[src/design/svbm_pkg.sv]
// ----------------------------------------------------------------------------
// svbm_pkg: shared definitions for the volume block mapper
// Field widths, block map constants, operation and region codes, and the
// sequencer state type.
// ----------------------------------------------------------------------------
package svbm_pkg;

  // Volume layout
  localparam int MAX_ENTRIES  = 32;
  localparam int INDEX_BASE   = 22;
  localparam int DATA_START   = 64;
  localparam int FILE_SPAN    = 2048;
  localparam int SUBDIR_START = 1024;
  localparam int ROOT_LIMIT   = 50;

  // Field widths
  localparam int OP_W     = 2;
  localparam int BLOCK_W  = 24;
  localparam int SIZE_W   = 21;
  localparam int REGION_W = 3;
  localparam int WORD_W   = 64;
  localparam int WIDX_W   = 6;
  localparam int FNUM_W   = 5;
  localparam int FBLK_W   = 11;
  localparam int SDN_W    = 6;
  localparam int SDB_W    = 2;

  // Derived widths
  localparam int SPAN_W      = $clog2(FILE_SPAN);
  localparam int SLOT_W      = BLOCK_W - SPAN_W;
  localparam int IDX_W       = $clog2(MAX_ENTRIES);
  localparam int COUNT_W     = $clog2(MAX_ENTRIES + 1);
  localparam int BLK_BYTES_W = 9;
  localparam int NEED_W      = SIZE_W - BLK_BYTES_W;
  localparam int SPAN_CNT_W  = 7;
  localparam int WORDS       = 64;

  // Typed constants
  localparam logic [SIZE_W-1:0]     SIZE_CAP        = SIZE_W'(1048576);
  localparam logic [COUNT_W-1:0]    COUNT_FULL      = COUNT_W'(MAX_ENTRIES);
  localparam logic [WIDX_W-1:0]     WORD_LAST       = WIDX_W'(WORDS - 1);
  localparam logic [BLOCK_W-1:0]    BN_BOOT_LAST    = BLOCK_W'(1);
  localparam logic [BLOCK_W-1:0]    BN_DIR_FIRST    = BLOCK_W'(2);
  localparam logic [BLOCK_W-1:0]    BN_DIR_LAST     = BLOCK_W'(5);
  localparam logic [BLOCK_W-1:0]    BN_BITMAP_FIRST = BLOCK_W'(6);
  localparam logic [BLOCK_W-1:0]    BN_INDEX_BASE   = BLOCK_W'(INDEX_BASE);
  localparam logic [BLOCK_W-1:0]    BN_DATA_START   = BLOCK_W'(DATA_START);
  localparam logic [BLOCK_W-1:0]    BN_SUBDIR_START = BLOCK_W'(SUBDIR_START);
  localparam logic [BLOCK_W-1:0]    BN_SUBDIR_END   = BLOCK_W'(SUBDIR_START + 4 * ROOT_LIMIT);
  localparam logic [SPAN_CNT_W-1:0] BITMAP_LIMIT    = SPAN_CNT_W'(64);
  localparam logic [SPAN_CNT_W-1:0] INDEX_LIMIT     = SPAN_CNT_W'(8);

  typedef enum logic [OP_W-1:0] {
    OP_CLEAR  = 2'd0,
    OP_APPEND = 2'd1,
    OP_READ   = 2'd2,
    OP_WRITE  = 2'd3
  } op_t;

  typedef enum logic [REGION_W-1:0] {
    REG_BOOT   = 3'd0,
    REG_DIR    = 3'd1,
    REG_BITMAP = 3'd2,
    REG_SUBDIR = 3'd3,
    REG_INDEX  = 3'd4,
    REG_DATA   = 3'd5,
    REG_ZERO   = 3'd6,
    REG_ACK    = 3'd7
  } region_t;

  typedef enum logic [2:0] {
    ST_IDLE   = 3'b001,
    ST_DECODE = 3'b010,
    ST_EMIT   = 3'b100
  } state_t;

endpackage

[src/design/svbm_cmd_if.sv]
// ----------------------------------------------------------------------------
// svbm_cmd_if: command channel of the volume block mapper
// Valid/ready handshake carrying one command word.
// ----------------------------------------------------------------------------
interface svbm_cmd_if;
  logic                         valid;
  logic                         ready;
  logic [svbm_pkg::OP_W-1:0]    operation;
  logic [svbm_pkg::BLOCK_W-1:0] block_number;
  logic [svbm_pkg::SIZE_W-1:0]  entry_size;
  logic                         entry_is_directory;

  modport source (
    output valid, operation, block_number, entry_size, entry_is_directory,
    input  ready
  );

  modport sink (
    input  valid, operation, block_number, entry_size, entry_is_directory,
    output ready
  );
endinterface

[src/design/svbm_rsp_if.sv]
// ----------------------------------------------------------------------------
// svbm_rsp_if: response channel of the volume block mapper
// Valid/ready handshake carrying one block word or descriptor.
// ----------------------------------------------------------------------------
interface svbm_rsp_if;
  logic                          valid;
  logic                          ready;
  logic [svbm_pkg::REGION_W-1:0] region;
  logic                          status;
  logic [svbm_pkg::WORD_W-1:0]   word_data;
  logic [svbm_pkg::WIDX_W-1:0]   word_index;
  logic                          last;
  logic [svbm_pkg::FNUM_W-1:0]   file_number;
  logic [svbm_pkg::FBLK_W-1:0]   file_block;
  logic [svbm_pkg::SDN_W-1:0]    subdir_number;
  logic [svbm_pkg::SDB_W-1:0]    subdir_block;

  modport source (
    output valid, region, status, word_data, word_index, last, file_number,
           file_block, subdir_number, subdir_block,
    input  ready
  );

  modport sink (
    input  valid, region, status, word_data, word_index, last, file_number,
           file_block, subdir_number, subdir_block,
    output ready
  );
endinterface

[src/design/svbm_ram.sv]
// ----------------------------------------------------------------------------
// svbm_ram: generic single-write, single-read RAM
// One write port and one read port with registered read data.
// ----------------------------------------------------------------------------
module svbm_ram #(
  parameter int WIDTH = 8,
  parameter int DEPTH = 16
) (
  input  logic                     clk,
  input  logic                     wr_en,
  input  logic [$clog2(DEPTH)-1:0] wr_addr,
  input  logic [WIDTH-1:0]         wr_data,
  input  logic [$clog2(DEPTH)-1:0] rd_addr,
  output logic [WIDTH-1:0]         rd_data
);

  logic [WIDTH-1:0] mem [DEPTH];

  // Write, and register the read word
  always_ff @(posedge clk) begin
    if (wr_en) begin
      mem[wr_addr] <= wr_data;
    end
    rd_data <= mem[rd_addr];
  end

endmodule

[src/design/svbm_span_unit.sv]
// ----------------------------------------------------------------------------
// svbm_span_unit: shared subtract and saturate unit
// Computes a - b clamped to [0, limit], and flags a > b. Serves the bitmap
// used-bit count, the index pointer count and the file size growth test.
// ----------------------------------------------------------------------------
module svbm_span_unit (
  input  logic [svbm_pkg::SIZE_W-1:0]     a,
  input  logic [svbm_pkg::SIZE_W-1:0]     b,
  input  logic [svbm_pkg::SPAN_CNT_W-1:0] limit,
  output logic [svbm_pkg::SPAN_CNT_W-1:0] span,
  output logic                            exceeds
);

  logic [svbm_pkg::SIZE_W:0] diff;

  // Subtract with one extra bit for the sign
  assign diff = {1'b0, a} - {1'b0, b};

  // Clamp the difference into the window
  always_comb begin
    exceeds = !diff[svbm_pkg::SIZE_W] && (diff != '0);
    if (diff[svbm_pkg::SIZE_W]) begin
      span = '0;
    end else if (diff > (svbm_pkg::SIZE_W + 1)'(limit)) begin
      span = limit;
    end else begin
      span = diff[svbm_pkg::SPAN_CNT_W-1:0];
    end
  end

endmodule

[src/design/synthetic_volume_block_mapper.sv]
// ----------------------------------------------------------------------------
// synthetic_volume_block_mapper: file table and volume block decoder
// Flow: a command is taken while idle, decoded, then emitted one word per cycle
//   while the response channel takes words: 64 words for boot, bitmap, index
//   and zero-fill reads, one word for every other command. A new command is
//   taken only after the last word is loaded; the size table has a single
//   read port.
// Reset: clears the entry count, directory flags, sequencer and output valid.
//   The size table is not cleared; it is only read for files in use.
// ----------------------------------------------------------------------------
module synthetic_volume_block_mapper (
  input  logic     clk,
  input  logic     rst,
  svbm_cmd_if.sink   cmd,
  svbm_rsp_if.source rsp
);

  // Sequencer and command registers
  svbm_pkg::state_t               state;
  svbm_pkg::state_t               state_next;
  svbm_pkg::op_t                  op;
  svbm_pkg::region_t              region;
  svbm_pkg::region_t              region_next;
  logic [svbm_pkg::BLOCK_W-1:0]   block_number;
  logic [svbm_pkg::SIZE_W-1:0]    entry_size;
  logic                           entry_is_directory;
  logic [svbm_pkg::WIDX_W-1:0]    word_count;
  logic [svbm_pkg::WIDX_W-1:0]    word_count_next;

  // File table; a slot is in use exactly when it lies below entry_count
  logic [svbm_pkg::COUNT_W-1:0]     entry_count;
  logic [svbm_pkg::MAX_ENTRIES-1:0] dir_flags;

  // Output register
  logic                          out_valid;
  logic [svbm_pkg::REGION_W-1:0] out_region;
  logic                          out_status;
  logic [svbm_pkg::WORD_W-1:0]   out_word_data;
  logic [svbm_pkg::WIDX_W-1:0]   out_word_index;
  logic                          out_last;
  logic [svbm_pkg::FNUM_W-1:0]   out_file_number;
  logic [svbm_pkg::FBLK_W-1:0]   out_file_block;
  logic [svbm_pkg::SDN_W-1:0]    out_subdir_number;
  logic [svbm_pkg::SDB_W-1:0]    out_subdir_block;

  // Next word
  logic                          status_n;
  logic [svbm_pkg::WORD_W-1:0]   word_data_n;
  logic                          last_n;
  logic [svbm_pkg::FNUM_W-1:0]   file_number_n;
  logic [svbm_pkg::FBLK_W-1:0]   file_block_n;
  logic [svbm_pkg::SDN_W-1:0]    subdir_number_n;
  logic [svbm_pkg::SDB_W-1:0]    subdir_block_n;

  // Datapath
  logic                            accept;
  logic                            load;
  logic                            multi;
  logic [svbm_pkg::SLOT_W-1:0]     slot;
  logic [svbm_pkg::SLOT_W-1:0]     slot_ahead;
  logic                            slot_ok;
  logic                            file_ok;
  logic                            is_data_blk;
  logic [svbm_pkg::SIZE_W-1:0]     size_rd;
  logic [svbm_pkg::NEED_W-1:0]     need;
  logic [svbm_pkg::BLOCK_W-1:0]    data_rel;
  logic [svbm_pkg::FBLK_W-1:0]     file_block_cur;
  logic [svbm_pkg::SIZE_W-1:0]     grow_size;
  logic [svbm_pkg::SIZE_W-1:0]     sat_size;
  logic [15:0]                     bmp_base;
  logic [15:0]                     bmp_rel;
  logic                            bmp_low;
  logic [svbm_pkg::SIZE_W-1:0]     unit_a;
  logic [svbm_pkg::SIZE_W-1:0]     unit_b;
  logic [svbm_pkg::SPAN_CNT_W-1:0] unit_limit;
  logic [svbm_pkg::SPAN_CNT_W-1:0] unit_span;
  logic                            unit_exceeds;
  logic [svbm_pkg::SPAN_CNT_W-1:0] used;
  logic [svbm_pkg::WORD_W-1:0]     bitmap_word;
  logic [svbm_pkg::WORD_W-1:0]     index_word;
  logic [7:0]                      sub_rel;
  logic                            ram_wr_en;
  logic [svbm_pkg::IDX_W-1:0]      ram_wr_addr;
  logic [svbm_pkg::SIZE_W-1:0]     ram_wr_data;

  // Table slot that a block touches: bitmap words map to the file they cover
  function automatic logic [svbm_pkg::SLOT_W-1:0] slot_of(
    input logic [svbm_pkg::BLOCK_W-1:0] bn,
    input logic [svbm_pkg::WIDX_W-1:0]  w
  );
    logic [3:0]                   bmp;
    logic [15:0]                  base;
    logic [15:0]                  rel;
    logic [svbm_pkg::BLOCK_W-1:0] drel;
    bmp  = 4'(bn - svbm_pkg::BN_BITMAP_FIRST);
    base = {bmp, w, 6'd0};
    rel  = base - 16'(svbm_pkg::DATA_START);
    drel = bn - svbm_pkg::BN_DATA_START;
    if (bn < svbm_pkg::BN_INDEX_BASE) begin
      slot_of = svbm_pkg::SLOT_W'(rel[15:svbm_pkg::SPAN_W]);
    end else if (bn < svbm_pkg::BN_DATA_START) begin
      slot_of = svbm_pkg::SLOT_W'(bn - svbm_pkg::BN_INDEX_BASE);
    end else begin
      slot_of = drel[svbm_pkg::BLOCK_W-1:svbm_pkg::SPAN_W];
    end
  endfunction

  // Handshakes
  assign cmd.ready = (state == svbm_pkg::ST_IDLE);
  assign accept    = cmd.valid && cmd.ready;
  assign load      = (state == svbm_pkg::ST_EMIT) && (!out_valid || rsp.ready);

  assign multi  = region inside {svbm_pkg::REG_BOOT, svbm_pkg::REG_BITMAP,
                                 svbm_pkg::REG_INDEX, svbm_pkg::REG_ZERO};
  assign last_n = !multi || (word_count == svbm_pkg::WORD_LAST);

  // Advance the word counter; restart it on each new command
  always_comb begin
    if (accept) begin
      word_count_next = '0;
    end else if (load) begin
      word_count_next = word_count + svbm_pkg::WIDX_W'(1);
    end else begin
      word_count_next = word_count;
    end
  end

  // Slot lookups: one for the current word, one for the next word count, which addresses the registered table read
  assign slot       = slot_of(block_number, word_count);
  assign slot_ahead = slot_of(block_number, word_count_next);
  assign slot_ok    = slot < svbm_pkg::SLOT_W'(entry_count);
  assign file_ok    = slot_ok && !dir_flags[slot[svbm_pkg::IDX_W-1:0]];

  // File block geometry
  assign is_data_blk    = block_number >= svbm_pkg::BN_DATA_START;
  assign data_rel       = block_number - svbm_pkg::BN_DATA_START;
  assign file_block_cur = data_rel[svbm_pkg::FBLK_W-1:0];
  assign grow_size      = {svbm_pkg::NEED_W'(file_block_cur) + svbm_pkg::NEED_W'(1),
                           {svbm_pkg::BLK_BYTES_W{1'b0}}};
  assign sat_size       = (entry_size > svbm_pkg::SIZE_CAP) ? svbm_pkg::SIZE_CAP
                                                            : entry_size;

  // Blocks a file needs, rounded up
  assign need = size_rd[svbm_pkg::SIZE_W-1:svbm_pkg::BLK_BYTES_W]
              + svbm_pkg::NEED_W'(|size_rd[svbm_pkg::BLK_BYTES_W-1:0]);

  // Bitmap word geometry
  assign bmp_base = {4'(block_number - svbm_pkg::BN_BITMAP_FIRST), word_count, 6'd0};
  assign bmp_low  = bmp_base < 16'(svbm_pkg::DATA_START);
  assign bmp_rel  = bmp_base - 16'(svbm_pkg::DATA_START);

  // Route operands to the shared unit
  always_comb begin
    case (region)
      svbm_pkg::REG_BITMAP: begin
        unit_a     = svbm_pkg::SIZE_W'(need);
        unit_b     = svbm_pkg::SIZE_W'(bmp_rel[svbm_pkg::SPAN_W-1:0]);
        unit_limit = svbm_pkg::BITMAP_LIMIT;
      end
      svbm_pkg::REG_INDEX: begin
        unit_a     = svbm_pkg::SIZE_W'(need);
        unit_b     = svbm_pkg::SIZE_W'({word_count[4:0], 3'd0});
        unit_limit = svbm_pkg::INDEX_LIMIT;
      end
      default: begin
        unit_a     = grow_size;
        unit_b     = size_rd;
        unit_limit = '0;
      end
    endcase
  end

  svbm_span_unit u_span (
    .a       (unit_a),
    .b       (unit_b),
    .limit   (unit_limit),
    .span    (unit_span),
    .exceeds (unit_exceeds)
  );

  assign used = slot_ok ? unit_span : '0;

  // Free-space bits: set for blocks past the used span, MSB first per byte
  always_comb begin
    bitmap_word = '0;
    for (int j = 0; j < 64; j++) begin
      bitmap_word[8 * (j / 8) + 7 - (j % 8)] = !bmp_low
                                              && (svbm_pkg::SPAN_CNT_W'(j) >= used);
    end
  end

  // Index pointers: low bytes in the first half, high bytes in the second
  always_comb begin
    logic [7:0]  ib;
    logic [15:0] db;
    index_word = '0;
    for (int m = 0; m < 8; m++) begin
      ib = {word_count[4:0], 3'(m)};
      db = 16'(svbm_pkg::DATA_START) + {slot[4:0], 11'd0} + {8'd0, ib};
      if (svbm_pkg::SPAN_CNT_W'(m) < used) begin
        index_word[8 * m +: 8] = word_count[5] ? db[15:8] : db[7:0];
      end
    end
  end

  // Decode the region of a command
  always_comb begin
    case (op)
      svbm_pkg::OP_READ: begin
        if (block_number <= svbm_pkg::BN_BOOT_LAST) begin
          region_next = svbm_pkg::REG_BOOT;
        end else if (block_number <= svbm_pkg::BN_DIR_LAST) begin
          region_next = svbm_pkg::REG_DIR;
        end else if (block_number < svbm_pkg::BN_INDEX_BASE) begin
          region_next = svbm_pkg::REG_BITMAP;
        end else if (block_number >= svbm_pkg::BN_SUBDIR_START &&
                     block_number < svbm_pkg::BN_SUBDIR_END) begin
          region_next = svbm_pkg::REG_SUBDIR;
        end else if (block_number < svbm_pkg::BN_DATA_START) begin
          region_next = svbm_pkg::REG_INDEX;
        end else if (file_ok) begin
          region_next = svbm_pkg::REG_DATA;
        end else begin
          region_next = svbm_pkg::REG_ZERO;
        end
      end
      default: region_next = svbm_pkg::REG_ACK;
    endcase
  end

  // Build the next word
  assign sub_rel = 8'(block_number - svbm_pkg::BN_SUBDIR_START);

  always_comb begin
    status_n        = 1'b0;
    word_data_n     = '0;
    file_number_n   = '0;
    file_block_n    = '0;
    subdir_number_n = '0;
    subdir_block_n  = '0;
    case (region)
      svbm_pkg::REG_BOOT: begin
        word_data_n = (word_count == '0) ? svbm_pkg::WORD_W'(1) : '0;
      end
      svbm_pkg::REG_DIR: begin
        subdir_block_n = svbm_pkg::SDB_W'(block_number - svbm_pkg::BN_DIR_FIRST);
      end
      svbm_pkg::REG_BITMAP: begin
        word_data_n = bitmap_word;
      end
      svbm_pkg::REG_SUBDIR: begin
        subdir_number_n = sub_rel[7:2];
        subdir_block_n  = sub_rel[1:0];
      end
      svbm_pkg::REG_INDEX: begin
        word_data_n   = index_word;
        file_number_n = slot[svbm_pkg::FNUM_W-1:0];
      end
      svbm_pkg::REG_DATA: begin
        file_number_n = slot[svbm_pkg::FNUM_W-1:0];
        file_block_n  = file_block_cur;
      end
      svbm_pkg::REG_ACK: begin
        if (op == svbm_pkg::OP_WRITE && is_data_blk) begin
          if (file_ok) begin
            file_number_n = slot[svbm_pkg::FNUM_W-1:0];
            file_block_n  = file_block_cur;
          end else begin
            status_n = 1'b1;
          end
        end
      end
      default: begin
        word_data_n = '0;
      end
    endcase
  end

  // Size table: append stores a new size, a data write grows it
  always_comb begin
    if (state == svbm_pkg::ST_DECODE) begin
      ram_wr_en   = (op == svbm_pkg::OP_APPEND) && (entry_count < svbm_pkg::COUNT_FULL);
      ram_wr_addr = entry_count[svbm_pkg::IDX_W-1:0];
      ram_wr_data = sat_size;
    end else begin
      ram_wr_en   = load && (op == svbm_pkg::OP_WRITE) && is_data_blk
                    && file_ok && unit_exceeds;
      ram_wr_addr = slot[svbm_pkg::IDX_W-1:0];
      ram_wr_data = grow_size;
    end
  end

  svbm_ram #(
    .WIDTH (svbm_pkg::SIZE_W),
    .DEPTH (svbm_pkg::MAX_ENTRIES)
  ) u_size_table (
    .clk     (clk),
    .wr_en   (ram_wr_en),
    .wr_addr (ram_wr_addr),
    .wr_data (ram_wr_data),
    .rd_addr (slot_ahead[svbm_pkg::IDX_W-1:0]),
    .rd_data (size_rd)
  );

  // Sequencer
  always_comb begin
    case (state)
      svbm_pkg::ST_IDLE:   state_next = accept ? svbm_pkg::ST_DECODE : svbm_pkg::ST_IDLE;
      svbm_pkg::ST_DECODE: state_next = svbm_pkg::ST_EMIT;
      svbm_pkg::ST_EMIT:   state_next = (load && last_n) ? svbm_pkg::ST_IDLE
                                                         : svbm_pkg::ST_EMIT;
      default:             state_next = svbm_pkg::ST_IDLE;
    endcase
  end

  // Control state and file table flags
  always_ff @(posedge clk) begin
    if (rst) begin
      state       <= svbm_pkg::ST_IDLE;
      word_count  <= '0;
      entry_count <= '0;
      dir_flags   <= '0;
      out_valid   <= 1'b0;
    end else begin
      state      <= state_next;
      word_count <= word_count_next;
      if (state == svbm_pkg::ST_DECODE) begin
        case (op)
          svbm_pkg::OP_CLEAR: begin
            entry_count <= '0;
            dir_flags   <= '0;
          end
          svbm_pkg::OP_APPEND: begin
            if (entry_count < svbm_pkg::COUNT_FULL) begin
              dir_flags[entry_count[svbm_pkg::IDX_W-1:0]] <= entry_is_directory;
              entry_count <= entry_count + svbm_pkg::COUNT_W'(1);
            end
          end
          default: begin
            entry_count <= entry_count;
          end
        endcase
      end
      if (load) begin
        out_valid <= 1'b1;
      end else if (rsp.ready) begin
        out_valid <= 1'b0;
      end
    end
  end

  // Capture the command and the decoded region
  always_ff @(posedge clk) begin
    if (accept) begin
      op                 <= svbm_pkg::op_t'(cmd.operation);
      block_number       <= cmd.block_number;
      entry_size         <= cmd.entry_size;
      entry_is_directory <= cmd.entry_is_directory;
    end
    if (state == svbm_pkg::ST_DECODE) begin
      region <= region_next;
    end
  end

  // Hold the output word until taken
  always_ff @(posedge clk) begin
    if (load) begin
      out_region        <= region;
      out_status        <= status_n;
      out_word_data     <= word_data_n;
      out_word_index    <= word_count;
      out_last          <= last_n;
      out_file_number   <= file_number_n;
      out_file_block    <= file_block_n;
      out_subdir_number <= subdir_number_n;
      out_subdir_block  <= subdir_block_n;
    end
  end

  assign rsp.valid         = out_valid;
  assign rsp.region        = out_region;
  assign rsp.status        = out_status;
  assign rsp.word_data     = out_word_data;
  assign rsp.word_index    = out_word_index;
  assign rsp.last          = out_last;
  assign rsp.file_number   = out_file_number;
  assign rsp.file_block    = out_file_block;
  assign rsp.subdir_number = out_subdir_number;
  assign rsp.subdir_block  = out_subdir_block;

  // Checks
  a_count_bound: assert property (@(posedge clk) disable iff (rst)
    entry_count <= svbm_pkg::COUNT_FULL)
    else $error("entry count beyond table size");

  a_last_to_idle: assert property (@(posedge clk) disable iff (rst)
    (load && last_n) |=> (state == svbm_pkg::ST_IDLE))
    else $error("sequencer did not return to idle after last word");

  a_word_step: assert property (@(posedge clk) disable iff (rst)
    (load && !last_n) |=> (word_count == $past(word_count) + svbm_pkg::WIDX_W'(1)))
    else $error("word counter did not advance");

  a_append_count: assert property (@(posedge clk) disable iff (rst)
    (state == svbm_pkg::ST_DECODE && op == svbm_pkg::OP_APPEND &&
     entry_count < svbm_pkg::COUNT_FULL)
    |=> (entry_count == $past(entry_count) + svbm_pkg::COUNT_W'(1)))
    else $error("append did not grow the table");

endmodule

[src/flat_wrapper.sv]
// flat-port wrapper written by rule: the top's interface ports become plain ports
module synthetic_volume_block_mapper_flat 
  (clk, rst, cmd_valid, cmd_operation, cmd_block_number, cmd_entry_size, cmd_entry_is_directory, cmd_ready, rsp_valid, rsp_region, rsp_status, rsp_word_data, rsp_word_index, rsp_last, rsp_file_number, rsp_file_block, rsp_subdir_number, rsp_subdir_block, rsp_ready);
  svbm_cmd_if cmd_i ();
  svbm_rsp_if rsp_i ();
  input  logic clk;
  input  logic rst;
  input wire logic [$bits(cmd_i.valid)-1:0] cmd_valid;
  input wire logic [$bits(cmd_i.operation)-1:0] cmd_operation;
  input wire logic [$bits(cmd_i.block_number)-1:0] cmd_block_number;
  input wire logic [$bits(cmd_i.entry_size)-1:0] cmd_entry_size;
  input wire logic [$bits(cmd_i.entry_is_directory)-1:0] cmd_entry_is_directory;
  output wire logic [$bits(cmd_i.ready)-1:0] cmd_ready;
  output wire logic [$bits(rsp_i.valid)-1:0] rsp_valid;
  output wire logic [$bits(rsp_i.region)-1:0] rsp_region;
  output wire logic [$bits(rsp_i.status)-1:0] rsp_status;
  output wire logic [$bits(rsp_i.word_data)-1:0] rsp_word_data;
  output wire logic [$bits(rsp_i.word_index)-1:0] rsp_word_index;
  output wire logic [$bits(rsp_i.last)-1:0] rsp_last;
  output wire logic [$bits(rsp_i.file_number)-1:0] rsp_file_number;
  output wire logic [$bits(rsp_i.file_block)-1:0] rsp_file_block;
  output wire logic [$bits(rsp_i.subdir_number)-1:0] rsp_subdir_number;
  output wire logic [$bits(rsp_i.subdir_block)-1:0] rsp_subdir_block;
  input wire logic [$bits(rsp_i.ready)-1:0] rsp_ready;
  assign cmd_i.valid = cmd_valid;
  assign cmd_i.operation = cmd_operation;
  assign cmd_i.block_number = cmd_block_number;
  assign cmd_i.entry_size = cmd_entry_size;
  assign cmd_i.entry_is_directory = cmd_entry_is_directory;
  assign cmd_ready = cmd_i.ready;
  assign rsp_valid = rsp_i.valid;
  assign rsp_region = rsp_i.region;
  assign rsp_status = rsp_i.status;
  assign rsp_word_data = rsp_i.word_data;
  assign rsp_word_index = rsp_i.word_index;
  assign rsp_last = rsp_i.last;
  assign rsp_file_number = rsp_i.file_number;
  assign rsp_file_block = rsp_i.file_block;
  assign rsp_subdir_number = rsp_i.subdir_number;
  assign rsp_subdir_block = rsp_i.subdir_block;
  assign rsp_i.ready = rsp_ready;
  synthetic_volume_block_mapper u_core (.clk(clk), .rst(rst), .cmd(cmd_i), .rsp(rsp_i));
endmodule
[config.mk]
export PLATFORM = sky130hd
export DESIGN_NAME = synthetic_volume_block_mapper_flat
export DESIGN_NICKNAME = d
export VERILOG_FILES = /design/src/design/svbm_pkg.sv /design/src/design/svbm_cmd_if.sv /design/src/design/svbm_rsp_if.sv /design/src/design/svbm_ram.sv /design/src/design/svbm_span_unit.sv /design/src/design/synthetic_volume_block_mapper.sv /design/src/flat_wrapper.sv
export SDC_FILE = /design/constraint.sdc
export NUM_CORES = 1
export LEC_CHECK = 0
export ABC_CLOCK_PERIOD_IN_PS = 6100
export BUFFER_PORTS_ARGS = -buffer_cell sky130_fd_sc_hd__buf_4
export CORE_ASPECT_RATIO = 1.25
export CORE_MARGIN = 3
export CORE_UTILIZATION = 40
export CTS_BUF_LIST = sky130_fd_sc_hd__clkbuf_8
export CTS_CLUSTER_SIZE = 14
export DETAILED_ROUTE_END_ITERATION = 7
export GPL_TIMING_DRIVEN = 0
export SYNTH_ARGS = -nofsm -noshare
export SYNTH_HDL_FRONTEND = slang
export SYNTH_HIERARCHICAL = 1
export SYNTH_SLANG_ARGS = --single-unit
[constraint.sdc]
create_clock -name clk -period 6.1 [get_ports clk]
set_input_delay 0.61 -clock clk [delete_from_list [all_inputs] [get_ports clk]]
set_output_delay 0.61 -clock clk [all_outputs]
set_load 0.01 [all_outputs]
# == Yosys cells after proc, flatten, opt, wreduce, memory -nomap -nowiden ==
# Memory sizes are Yosys's and may differ from the RTL's. A register that Yosys moved wholly into a read port is not among the register bits.
# Index checks and enable logic that the tools add are counted.
# totals
register_bits,198
n_memories,1
out_inout_bits,101
ramBits,672
wordCells,302
# op_classes
n_mux,63
order_cmp,87
n_reduce_logical,96
eq_ne,15
add_sub_neg,21
# mem_list
name,depth,word_bits,rd,rd_ports_with_merged_regs,write_ports,line,rtl
u_core.u_size_table.mem,32,21,1,1,1,svbm_ram.sv:17,logic [WIDTH-1:0] mem [DEPTH];
# op_table
op,n
"6-bit by 7-bit greater-or-equal comparator with 1-bit output, first input constant",32
64-bit case mux with 3 select lines,1
16-bit by 8-bit adder with 16-bit output,8
8-bit two-way mux,16
"5-bit by 7-bit greater-or-equal comparator with 1-bit output, first input constant",16
1-bit logical AND,77
32-bit case mux with 2 select lines,1
21-bit two-way mux,3
"4-bit by 7-bit greater-or-equal comparator with 1-bit output, first input constant",8
21-bit case mux with 2 select lines,1
32-bit bitwise mux,1
32-bit two-way mux,1
"16-bit by 7-bit subtractor with 16-bit output, second input constant",2
"3-bit by 7-bit greater-or-equal comparator with 1-bit output, first input constant",4
"3-bit by 7-bit less-than comparator with 1-bit output, first input constant",4
13-bit two-way mux,2
"24-bit by 11-bit greater-or-equal comparator with 1-bit output, second input constant",1
"24-bit by 7-bit greater-or-equal comparator with 1-bit output, second input constant",1
"24-bit by 1-bit <= comparator with 1-bit output, second input constant",1
"24-bit by 3-bit <= comparator with 1-bit output, second input constant",1
"24-bit by 11-bit less-than comparator with 1-bit output, second input constant",1
"24-bit by 5-bit less-than comparator with 1-bit output, second input constant",1
"24-bit by 7-bit less-than comparator with 1-bit output, second input constant",1
"24-bit by 7-bit subtractor with 24-bit output, second input constant",1
54 further kinds,97

# == Longest topological paths before layout ==
# Gate-level depths: netlist of the first run.
# logic_depth
word_depth,13
mapped_depth,31
ltp_nobuf,26

# == Hierarchy ==
# Netlist of the first run, hierarchy kept.
# modules_own_cells
module,instances,area_each_um2,seq_area_each_um2,cells_per_inst
svbm_ram,1,26751.9,20599.8,1481
synthetic_volume_block_mapper,1,11255.8,5465.2,1143
svbm_span_unit,1,1765.4,0.0,265

# == Worst setup path before layout of the first run ==
# No wires, ideal clock.
# synth_timing
kind,flip-flop to flip-flop
startpoint,register u_core.state[2]
endpoint,memory u_core/u_size_table/mem[28][0] (netlist bit) (enable)
n_path_buf,2
t_arrival_ps,5978
t_required_ps,5701
setup_time_ps,399
stages_incl_launch_ff,9
path_slack_ps,-276
cell_sequence,dfxtp_1 nor3b_1 and2_1 clkbuf_1 nand4_1 o21bai_1 or3b_2 clkbuf_1 nor2_1
# synth_via
elab_chain_cells,9
word_cells_on_any_way,11
# synth_lines
item,line,rtl
start: declaration,synthetic_volume_block_mapper.sv:19,svbm_pkg::state_t state;
start signal: assignment,synthetic_volume_block_mapper.sv:319,state <= svbm_pkg::ST_IDLE;
start signal: assignment,synthetic_volume_block_mapper.sv:325,state <= state_next;
3-bit == test,synthetic_volume_block_mapper.sv:111,assign load = (state == svbm_pkg::ST_EMIT) && (!out_valid || rsp.ready);
1-bit logical AND,synthetic_volume_block_mapper.sv:111,
net u_core.load,synthetic_volume_block_mapper.sv:57,logic load;
1-bit logical AND (2 in series),synthetic_volume_block_mapper.sv:286,ram_wr_en = load && (op == svbm_pkg::OP_WRITE) && is_data_blk
1-bit logical AND (2 in series),synthetic_volume_block_mapper.sv:287,&& file_ok && unit_exceeds;
1-bit two-way mux,synthetic_volume_block_mapper.sv:281,if (state == svbm_pkg::ST_DECODE) begin
net u_core.ram_wr_en,synthetic_volume_block_mapper.sv:82,logic ram_wr_en;
1-bit two-way mux,svbm_ram.sv:21,if (wr_en) begin
1-bit two-way mux (implied by the code),svbm_ram.sv:22,mem[wr_addr] <= wr_data;
end: declaration,svbm_ram.sv:17,
# The timed path passes the listed nets, and every way through them passes these cells.

# == Worst setup path in the final report of the first run ==
# layout_timing
startpoint,register u_core/block_number[3] (netlist bit)
endpoint,"register u_core.out_word_data (netlist bit u_core/rsp.word_data[49]), data pin"
# layout_via
elab_chain_cells,11
word_cells_on_any_way,23
# layout_lines
item,line,rtl
start: declaration,synthetic_volume_block_mapper.sv:24,logic [svbm_pkg::BLOCK_W-1:0] block_number;
start signal: assignment,synthetic_volume_block_mapper.sv:356,block_number <= cmd.block_number;
24-bit by 7-bit subtractor with 24-bit output (*),synthetic_volume_block_mapper.sv:98,drel = bn - svbm_pkg::BN_DATA_START;
11-bit by 1-bit adder with 12-bit output (*),synthetic_volume_block_mapper.sv:138,"assign grow_size = {svbm_pkg::NEED_W'(file_block_cur) + svbm_pkg::NEED_W'(1),"
21-bit two-way mux (*),synthetic_volume_block_mapper.sv:154,case (region)
"net u_core.unit_a, one bit",synthetic_volume_block_mapper.sv:73,logic [svbm_pkg::SIZE_W-1:0] unit_a;
21-bit by 21-bit subtractor with 22-bit output (*),svbm_span_unit.sv:17,"assign diff = {1'b0, a} - {1'b0, b};"
22-bit by 7-bit > comparator with 1-bit output,svbm_span_unit.sv:24,end else if (diff > (svbm_pkg::SIZE_W + 1)'(limit)) begin
7-bit two-way mux,svbm_span_unit.sv:24,
7-bit two-way mux (*),svbm_span_unit.sv:22,if (diff[svbm_pkg::SIZE_W]) begin
"net u_core.unit_span, one bit",synthetic_volume_block_mapper.sv:76,logic [svbm_pkg::SPAN_CNT_W-1:0] unit_span;
7-bit two-way mux (*),synthetic_volume_block_mapper.sv:181,assign used = slot_ok ? unit_span : '0;
3-bit by 7-bit less-than comparator with 1-bit output / 6-bit by 7-bit greater-or-equal comparator with 1-bit output (equally long branches),"synthetic_volume_block_mapper.sv:200, synthetic_volume_block_mapper.sv:188",
8-bit two-way mux / 1-bit logical AND (equally long branches),"synthetic_volume_block_mapper.sv:200, synthetic_volume_block_mapper.sv:188",
64-bit case mux with 3 select lines (*),synthetic_volume_block_mapper.sv:241,case (region)
end signal: assignment,synthetic_volume_block_mapper.sv:370,out_word_data <= word_data_n;
end: declaration,synthetic_volume_block_mapper.sv:38,logic [svbm_pkg::WORD_W-1:0] out_word_data;
# Mark *: on every way through the listed nets, which the timed path passes. The rest lies on a longest branch.
# A chain may end at the register's enable or synchronous reset.

==> qor.csv, run 1 <==
metric,value,unit
status,"complete, no violations",
area_enclosed_by_the_die_boundary,103000,um2
routed_wirelength,118,mm
worst_relative_slew_slack,3.06,%
dp_hpwl,83.1,mm
initial_utilization,40.6,%
finalSetupViolations,0,
gp_routability_congestion,0.957,
synth_largest_area_cell,edfxtp_1,
first_global_vias,26100,
dominantRegCellSynth,edfxtp_1,
clock-root-buffer,clkbuf_8,
fillCellCount,8658,
worst_path_max_delay_cell,edfxtp_1,
netlist_top_cells_count,"edfxtp_1, mux2i_1, nor2_1",
reg2reg_depth,25,
r2r_slack,0.18,ns
synth.yosys.seq_area_share,65.5,%
io_buffer_count,151,
post-route-min-period,5.92,ns
most_common_cell_in_the_synthesized_netlist,edfxtp_1,
io-pin-count,153,
number_of_buffers_added_by_the_clock_tree_synthesis_step,143,
share_of_cells_above_drive_strength_1,20.6,%
final_min_period_over_clock_period,97.0,%
number_of_max_slew_violations_in_the_final_report,0,
cts_sinks,891,
cp_data_arrival_time,6.42,ns
dr.pass1.iters,5,
worst_path_max_stage_delay,0.42,ns
tightestPinTransition,1.44,ns
p_leak,17.9,nW
gr-total-overflow,0,
critical_path.reg2reg.startpoint,u_core/block_number[3],
htree_num_levels,4,
synth_cell_types,106,
synthesis.area,39800,um2
cts_tree,done,
clock_pin_slew_reported_for_the_worst_setup_and_hold_paths_after_clock_tree_synthesis,0.06,ns
area.growth.synth_to_final,20.4,%
synthTopCellsByArea,"edfxtp_1, mux2i_1, dfxtp_1",
first_iter_violations,2380,
postSynthRegisterBits,891,
clock_latency,0.80,ns
deepest_clock_path_buffer_count,3,
timing.final.hold_violations,0,
fin_nets,3450,
finish.instance_area,47900,um2
power.density,278,nW/um2
critical-path-top-cell-by-count,nand4_1,
rows,128,
grt.total_usage,22.5,%
synthesis.area_per_instance,13.8,um2
max_cap_violations,0,
required_arrival_time_at_the_worst_endpoint,6.60,ns
yosysWarnings,6,
crit_fanout,10,
worstHoldPathCells,2,
die_height,359,um
place_ws,-2.32,ns
fp.dieW,288,um
synth_cells,2889,
timing.fmax,169,MHz
first_pass_grt_wire_length,171,mm
core_area,98000,um2
post-route-util,48.9,%
antenna_left,0,
crit_type,flop to flop,
via_per_inst,5.61,
min-delay-start,cmd_valid,
cp-startpoint,u_core/block_number[3],
holdCritPathClass,input pin to flop,
grt_antenna_before_repair,3,
routed_wire_length_per_instance,24.9,um
postPlaceCellArea,43700,um2
ir_drop,0.200,mV
number_of_enable_type_register_cells_in_the_synthesized_netlist,822,
clock_skew,0.0585,ns
endpoint_kind,flop,
vias,26600,
grt_start_max_net_pins,60,
postLayoutSetupSlackWorst,0.182,ns
synth-async-reset-ratio,0,%
remaining_drc_errors,0,
synthDominantCellAreaShare,62.1,%
tns,0,ns
cp-start-kind,flop,
[routing by layer]
metal  global-route usage (%)  share of wire (%)  vias to the layer above
li1                         -                  -                    12100
met5                        0                  0                        -
met2                     39.2                 51                      939
met3                     3.79                5.7                      254
met4                     11.1                4.8                        0
met1                     27.0                 39                    13300
[cell families (layout without fill, tap and decap cells)]
| kind of cell | after synthesis | count (layout) | share of synthesized area, % |
|---|---|---|---|
| buf+inv | 236 | 777 | 3.10 |
| simple gates | 692 | 692 | 8.91 |
| flops | 891 | 891 | 65.5 |
| fa+ha+maj | 55 | 55 | 1.75 |
| other cells | 1 | 11 | 0.00943 |
| xor+xnor | 53 | 53 | 1.17 |
| mux | 370 | 370 | 9.32 |
| compound gates | 591 | 591 | 10.2 |
[layout make-up]
class | count | area (um2) | share of cell area, %
multi-input cells | 1771 | 13300 | 27.7
diodes | 1 | 2.50 | 0.00522
well taps | 1300 | 1630 | 3.40
flip-flops and latches | 891 | 26100 | 54.4
plain buffers | 166 | 1030 | 2.14
repair buffers | 308 | 3050 | 6.37
clock inverters | 92 | 574 | 1.20
clock buffers | 149 | 2050 | 4.28
inverters | 62 | 240 | 0.502
[critical path, delay by kind of cell, from the launching register on]
family | cells | cell delay, ns
flip-flops | 1 | 0.42
multiplexers | 1 | 0.34
adder cells (fa/ha/maj) | 1 | 0.32
XOR/XNOR | 1 | 0.21
buffers and inverters | 5 | 0.99
AND/OR/NAND/NOR | 7 | 1.14
AO/OA/AOI/OAI | 10 | 2.19
[report_power, final]
part           switching (mW)  internal (mW)  total (mW)
registers              0.0540           6.74        6.79
clock network            2.26           2.54        4.81
logic                    1.11          0.616        1.73
total                    3.43           9.90        13.3
[cell usage in the layout, fill, tap and decap left out, types with 13 or more instances in the layout]
master,count
dlygate4sd3_1,48
clkinv_1,19
inv_1,103
clkinv_2,14
xor2_1,14
nand3_1,114
o21ai_1,17
and3_1,31
o221ai_1,14
mux2i_1,366
nand4_1,47
edfxtp_1,822
nor3_1,46
xnor2_1,34
buf_2,34
clkbuf_1,60
and2_1,15
o21ai_0,81
a21o_1,15
a22o_1,43
a21oi_1,118
nand2_1,148
buf_8,29
o31ai_1,13
clkbuf_8,149
a31oi_1,30
buf_16,15
dfxtp_1,69
nor2_4,29
buf_4,219
clkbuf_2,13
nor2_1,125
o211ai_1,25
ha_1,53
buf_6,32
a22oi_1,90
[through the flow]
| stage | power (mW) | hold WS [ns] | instances |
|---|---|---|---|
| after floorplan | 7.89 | 0.431 | 2898 |
| after global placement | 8.44 | 0.457 | 4349 |
| after detailed placement | 8.48 | 0.475 | 4398 |
| after CTS | 13.4 | 0.0132 | 4715 |
| after global routing | 13.8 | 0.0476 | 4740 |
| final | 13.3 | 0.0853 | 4740 |
[registers in the layout, indices dropped and copies added (netlist names), 11 cells and up]
name / flops
u_core/entry_size: 21
u_core/rsp.word_data: 64
u_core/u_size_table/rd_data: 21
u_core/dir_flags: 32
u_core/rsp.file_block: 11
u_core/u_size_table/mem: 672
u_core/block_number: 24
[path summary, 6_finish.rpt]
check                                                 to
worst max-delay path            u_core/rsp.word_data[49]
worst min-delay path                     u_core/state[1]
worst max register to register  u_core/rsp.word_data[49]
worst min register to register       u_core/dir_flags[1]
[what timing repair did]
action | in CTS | in global routing
gates cloned | 0 | 0
resized for setup | 101 | 63
setup buffers | 34 | 26
pin swaps | 17 | 16
hold buffers | 48 | 0
setup endpoints to repair | 736 | 711
hold endpoints to repair | 48 | 0
Note: power is estimated with default switching activity, not from simulation.
==> inputs of run 2 (changes only) <==
CORE_ASPECT_RATIO = 1.2   (was 1.25)
==> run 2 against run 1 <==
Effect of this change: flip-flop and latch count did not move; sequential share of layout area grew 0.24 points; fmax shrank 0.91%; non-clock buffer count is 19 lower; cell count is 0.36% lower; largest cell class unchanged; highest routed layer unchanged.
==> qor.csv, run 2 (synthesis gave the netlist of run 1 again) <==
metric,value,unit
max_cap_violations,0,
power.density,282,nW/um2
required_arrival_time_at_the_worst_endpoint,6.61,ns
fp.dieW,294,um
met2_usage,39.3,%
reg2reg_depth,22,
fillCellCount,8538,
clock_pin_slew_reported_for_the_worst_setup_and_hold_paths_after_clock_tree_synthesis,0.06,ns
worstHoldPathCells,2,
most_common_cell_after_layout_fill_and_taps_aside,edfxtp_1,
dr.pass1.iters,5,
core_area,98500,um2
ir_drop,0.239,mV
placed_cell_count,4378,
area.growth.synth_to_final,19.9,%
area_enclosed_by_the_die_boundary,103000,um2
antenna_left,0,
clock_skew,0.0556,ns
r2r_slack,0.13,ns
reg_with_most_ffs,u_core/u_size_table/mem,
routed_wire_length_per_instance,24.6,um
finalSetupViolations,0,
routed_wirelength,116,mm
met3_grt_util,3.84,%
p_leak,17.7,nW
design_power_total,13.4,mW
number_of_flip_flops_under_the_largest_register_name,672,
post-route-util,48.4,%
htree_num_levels,4,
endpoint_kind,flop,
grt.total_usage,22.2,%
cp-start-kind,flop,
vias,26500,
deepest_clock_path_buffer_count,3,
cts_tree,done,
post-route-min-period,5.97,ns
critical_path.reg2reg.endpoint,u_core/u_size_table/mem[24][9],
first_iter_violations,2345,
number_of_max_slew_violations_in_the_final_report,0,
status,"complete, no violations",
tightestPinTransition,1.36,ns
clock_latency,0.84,ns
gr-total-overflow,0,
grt_start_max_net_pins,69,
final_min_period_over_clock_period,97.9,%
io-pin-count,153,
dp_hpwl,81.5,mm
share_of_cells_above_drive_strength_1,20.0,%
fin_nets,3435,
holdCritPathClass,input pin to flop,
cp_data_arrival_time,6.48,ns
postLayoutSetupSlackWorst,0.127,ns
initial_utilization,40.4,%
number_of_buffers_added_by_the_clock_tree_synthesis_step,147,
cts_sinks,891,
remaining_drc_errors,0,
most-common-layout-cells,"edfxtp_1, mux2i_1, buf_4",
clock-root-buffer,clkbuf_8,
critical_path.reg2reg.startpoint,u_core/block_number[3],
rows,126,
first_global_vias,26000,
global_route.usage.met1,26.9,%
crit_type,flop to flop,
crit_fanout,17,
first_pass_grt_wire_length,169,mm
min-delay-start,rst,
final_cell_count_no_fill,4723,
worst_setup_path_end,u_core/u_size_table/mem[24][9],
grt_antenna_before_repair,3,
io_buffer_count,151,
busiest_layer,met2,
timing.final.hold_violations,0,
die_height,351,um
cp-startpoint,u_core/block_number[3],
gp_routability_congestion,0.922,
place_ws,-2.27,ns
timing.fmax,167,MHz
worst_relative_slew_slack,8.70,%
via_per_inst,5.61,
run 2: changes by cell type in the layout (fill, tap and decap cells not counted), sizes merged:
cell         change
clkbuf           +4
dlygate4sd3      +1
bufinv           -4
clkinvlp         -5
inv              -8
buf             -22
clkinv          +37
run 2: worst min-delay path by stage:
stage / endpoint
2_1_floorplan: u_core/rsp.word_index[0]
3_3_place_gp: u_core/rsp.word_index[3]
3_5_place_dp: u_core/rsp.word_index[3]
4_1_cts: u_core/rsp.valid
5_1_grt: u_core/dir_flags[28]
6_report: u_core/dir_flags[28]
run 2: per-stage QoR:
stage	setup TNS (ns)	hold slack (ns)	cell area, um2
finish	0	0.219	47700
global route	-1.03	0.209	47700
CTS	0	0.122	47500
detailed placement	-1234.44	0.459	43600
global placement	-1871.78	0.457	42500
floorplan	0	0.431	39800
run 2: timing repair:
item	CTS	global route
setup buffers	27	12
hold buffers	49	0
pin swaps	16	11
cloned	0	0
setup endpoints to repair	736	620
gates resized for setup	100	41
hold endpoints to repair	49	0
run 2: critical path: stages, from the launching register on:
cell and delay [ns]:
edfxtp_1 0.38, buf_2 0.23, buf_6 0.18, nand4_1 0.16, nor3b_2 0.25, nor2b_4 0.22
mux2_2 0.34, o21ai_1 0.17, xnor2_1 0.23, nor2_1 0.11, ha_1 0.34, clkbuf_2 0.20
a21oi_2 0.20, a21boi_0 0.12, a311oi_1 0.31, nand2_1 0.14, o221a_2 0.31, a31oi_1 0.20
nand4_1 0.19, o21bai_4 0.35, or3b_4 0.57, nor2_4 0.23, buf_8 0.22
run 2: routing by layer:
layer  part of all wire [%]  wire length [um]
met5                      0                 0
met4                    3.9              4560
met3                    5.7              6660
met2                     51             59200
met1                     39             45900
run 2: final cells by class:
class / instances / area [um2] / area share, %
Antenna cell: 1 / 2.50 / 0.00525
Buffer: 167 / 1030 / 2.16
Timing Repair Buffer: 288 / 2800 / 5.88
Sequential cell: 891 / 26100 / 54.7
Clock buffer: 151 / 2080 / 4.36
Tap cell: 1280 / 1600 / 3.36
Multi-Input combinational cell: 1771 / 13200 / 27.6
Inverter: 62 / 236 / 0.496
Clock inverter: 112 / 692 / 1.45
run 2: power breakdown:
group / internal [mW] / leakage, nW / switching (mW)
Clock: 2.48 / 1.53 / 2.47
Combinational: 0.591 / 7.57 / 1.08
Sequential: 6.74 / 8.63 / 0.0591
Total: 9.81 / 17.7 / 3.61
